### src/rtl/core/dsa_ram.sv
// Generic single-write, single-read RAM with registered read data.
module dsa_ram #(
    parameter int WIDTH = 8,
    parameter int DEPTH = 256
) (
    input  logic                     clk,
    input  logic                     we,
    input  logic [$clog2(DEPTH)-1:0] waddr,
    input  logic [WIDTH-1:0]         wdata,
    input  logic [$clog2(DEPTH)-1:0] raddr,
    output logic [WIDTH-1:0]         rdata
);

    logic [WIDTH-1:0] mem [DEPTH];
    logic [WIDTH-1:0] rdata_reg;

    always_ff @(posedge clk)
    begin
        if (we)
        begin
            mem[waddr] <= wdata;
        end
        rdata_reg <= mem[raddr];
    end

    assign rdata = rdata_reg;

endmodule

### config.mk
export PLATFORM = sky130hd
export DESIGN_NAME = dsa_ram
export DESIGN_NICKNAME = d
export VERILOG_FILES = /design/src/rtl/core/dsa_ram.sv
export SDC_FILE = /design/constraint.sdc
export NUM_CORES = 2
export LEC_CHECK = 0
export BUFFER_PORTS_ARGS = -buffer_cell sky130_fd_sc_hd__buf_4
export CORE_ASPECT_RATIO = 1.5
export CORE_MARGIN = 5
export CORE_UTILIZATION = 40
export DETAILED_ROUTE_END_ITERATION = 10
export SLEW_MARGIN = 20
export SYNTH_ARGS = -nofsm -noshare
export SYNTH_HDL_FRONTEND = slang
export SYNTH_SLANG_ARGS = --single-unit
### constraint.sdc
create_clock -name clk -period 4.5 [get_ports clk]
set_input_delay 0.45 -clock clk [delete_from_list [all_inputs] [get_ports clk]]
set_output_delay 0.45 -clock clk [all_outputs]
set_load 0.02 [all_outputs]
# == Word level (Yosys, flattened, before mapping) ==
# Memory sizes are Yosys's and may differ from the RTL's. A register that Yosys moved wholly into a read port is not among the register bits.
# Index checks and enable logic that the tools add are counted.
# op_classes
muxes,2
# ops
cell,count
1-bit 2-to-1 mux,2
# totals
regBits,0
ram_bits,2048
word_cells,3
mem_count,1
# mem_list
name,depth,width,rd,rd_ports_with_merged_regs,write_ports,line_no,source
mem,256,8,1,1,1,14,logic [WIDTH-1:0] mem [DEPTH];

# == Longest topological paths before layout ==
# logic_depth
ltp_word,2
depth_mapped,11

# == Worst setup path before layout ==
# OpenSTA, ideal clock, no wires.
# synth_path
path_kind,input -> register
startpoint,input port raddr[0]
endpoint,register rdata_reg[2] (netlist: rdata[2]) (read register of mem)
setup_ps,131
arrival_time_ps,2257
path_slack_ps,2112
path_stages,9
n_path_buf,4
cell_sequence,buf_6 -> buf_12 -> buf_8 -> buf_2 -> mux4_2 -> a22oi_1 -> a21oi_1 -> nor4_1 -> nor4_2
# synth_rtl
element,line_no,source
"start, declared",10,"input logic [$clog2(DEPTH)-1:0] raddr,"
"end, declared",15,logic [WIDTH-1:0] rdata_reg;

==> reports/qor.txt <==
Post-Synth Simple-Gate Area = 2.63%
Fmax = 0.293 GHz
IO Pins = 34
Lkg Pwr = 27.4 nW
Pwr Density = 437 mW/mm^2
area grow syn2layout = 12.6%
cell internal pwr = 30.9 mW
gr busiest metal = met2
CTS Hold Buffers Added = 0
CP startpoint kind = primary input
Die X = 374 um
sequential power share = 54.0%
Critical Path RT = 5.14 ns
Final Skew = 0.0408 ns
Setup Fix Bufs, Post-CTS = 0
DRT Pass-1 Iters = 7
total negative slack = 0 ns
most frequent cells in the layout = edfxtp_1 (2048), mux4_2 (454), nor2_1 (279)
Rows = 200
largest net degree at the start of global routing = 140
CTS tree = done
Hold Path Sink = mem[171][1]
Mapped Area = 0.0796 mm^2
hold_sp = wdata[1]
commonest register cell after synthesis = edfxtp_1
Post-Synth Adder-Cell Area = 0%
Ys Warns = 0
Worst Path Buf+Inv = 3
layout cells sized above 1 = 23.8%
Worst Hold Depth = 1
clock-pin transition on the worst setup and hold timing paths = 0.06 ns
cells on worst reg2reg path = 6
Avg Inst Size Synth = 21.3 um^2
Crit-path slowest cell = nor4_1
drt via density = 5.78
clock network power share = 41.0%
via count = 38600
initial antenna violation count = 10
multi-input logic area = 0.0165 mm^2
delay-heaviest family, CP = simple AND/OR/NAND/NOR gates
r2r setup slk = 1.58 ns
met2 usage = 35.5%
Synth Area in Compound Gates = 3.42%
Slew @ Worst Pin = 1.25 ns
FF+latch area = 0.0617 mm^2
Slew headroom = 15.7%
gr ovfl total = 0
async set or reset register ratio after synthesis = 0%
clock buffer depth = 4
Post-route DRC = 0
wirelength, routed = 205000 um
Place WS = 0.465 ns
CP cell instances = buf_8, buf_4, nand3b_1, buf_4, o22ai_1, o21ai_0, nand3_1, nor4_1, nor4_1
post-synthesis mux area share = 14.6%
IO buf count = 33
VDD IR max = 310 uV
fin. max-slew vios = 0
met3 track demand over resource = 2.63%
GR Layer Usage met1 = 24.1%
Final ANT Viol Nets = 0
sequential area share after synthesis = 77.5%
RSZ-0062 raised after global routing = no
final hold viol count = 0
global placement routability congestion = 0.855
Logic pwr share = 5.0%
Tmin final = 3.41 ns
Core ar. = 0.198 mm^2
RR Startpoint = mem[61][4]
total CTS buffers = 187
Tot Pwr = 39.2 mW
EDFF count, synth = 2048
clk root buf = clkbuf_16
Max FO, Critical Path = 65
fin crit share = 75.7%
switching share of total power = 21.0%
Hold Path Class = in -> reg
RR Endpoint = rdata[4]
DP HPWL = 133000 um
Synth Instances = 3733
Yosys cell types = 55
setup violators final = 0
CP peak stage delay = 0.98 ns
post-synthesis xor/xnor area fraction = 0%
Initial Utilization = 40.2%
largest family of logic cells by synthesized area = multiplexers
clk sinks = 2056
global-route wire length before repair = 294000 um
CP Class = in -> reg
die area = 0.208 mm^2
crit end category = flop
syn_nets = 3759
Filler Cell Count = 16400
run status = complete, no violations
Wirelength per Cell = 30.7 um
vias in the first global route = 39400
DIE HEIGHT = 556 um
DR iter-0 viols = 4281
nets = 3931
Total GRT Usage = 19.4%
Post-CTS Resized = 0
commonest non-fill, non-tap cell in the layout = edfxtp_1
final worst slack = 1.09 ns
Sw Pwr = 8.23 mW
synthesis-stage register bit count = 2056
max reg flops = 2048
number of max-cap violations = 0
H-Tree Level Count = 4
Worst-Skew Late Latency = 0.82 ns
Critical Path AT = 4.05 ns
-- synth_stat cells, types with 8 or more instances --
cell type / number / area share, %
nor2b_1: 31 / 0.24
nor2_1: 282 / 1.3
o22ai_1: 28 / 0.22
buf_4: 27 / 0.25
a22oi_1: 133 / 1.3
nand3_1: 34 / 0.21
a211oi_1: 16 / 0.15
buf_8: 13 / 0.25
nand4_1: 10 / 0.079
dfxtp_1: 8 / 0.20
buf_12: 8 / 0.20
o221ai_1: 46 / 0.51
nor4_1: 24 / 0.19
a221oi_1: 13 / 0.14
a22o_1: 8 / 0.088
mux2i_1: 134 / 1.7
nand2_1: 33 / 0.16
o21ai_0: 10 / 0.063
nor3_1: 22 / 0.14
edfxtp_1: 2048 / 77
a21oi_1: 96 / 0.60
mux4_2: 454 / 13
nand2b_1: 8 / 0.063
clkbuf_1: 111 / 0.52
buf_6: 21 / 0.30
buf_1: 22 / 0.10
o211ai_1: 10 / 0.094
buf_2: 31 / 0.20
-- cell type report --
cell class	instances	share of cell area [%]
Tap cell	2626	3.67
Clock inverter	102	1.27
Clock buffer	226	5.48
Antenna cell	6	0.0168
Inverter	2	0.00838
Multi-Input combinational cell	1442	18.5
Timing Repair Buffer	216	2.22
Sequential cell	2056	68.9
-- how the worst max path moves through the flow --
stage / start / to / slack, ns / cells after the start
after floorplan: raddr[0] / rdata[2] / 2.11 / 9
after global placement: raddr[2] / rdata[1] / 0.02 / 10
after detailed placement: raddr[2] / rdata[1] / 0.46 / 10
after CTS: raddr[1] / rdata[4] / 1.31 / 9
after global routing: raddr[1] / rdata[4] / 1.28 / 9
final: raddr[1] / rdata[4] / 1.09 / 9
-- metal layers --
metal | share of wire [%] | wire length (um)
met1 | 37 | 75800
met2 | 54 | 110000
met3 | 5.9 | 12100
met4 | 3.5 | 7090
met5 | 0.0058 | 12
-- power groups by stage --
stage | sequential [mW] | combinational [mW] | clock (mW)
finish | 21.1 | 1.97 | 16.0
global placement | 21.6 | 1.98 | 0
global route | 21.1 | 2.07 | 17.1
floorplan | 21.5 | 1.03 | 0
detailed placement | 21.6 | 2.00 | 0
CTS | 21.1 | 2.00 | 16.3
-- cells by family (layout without fill, tap and decap cells) --
kind of cell,Yosys count,count (layout)
flops,2056,2056
buf+inv,235,546
mux,591,591
other cells,0,6
simple gates,466,466
compound gates,385,385
-- through the flow --
step,util (%),area [um^2],std cells,hold slack (ns)
2_1_floorplan,-,79600,3733,0.549
3_3_place_gp,42.2,83400,6339,0.962
3_5_place_dp,42.2,83500,6342,0.953
4_1_cts,45.2,89500,6670,0.111
5_1_grt,45.2,89500,6671,0.123
6_report,45.2,89500,6676,0.118
Note: power is estimated with default switching activity, not from simulation.
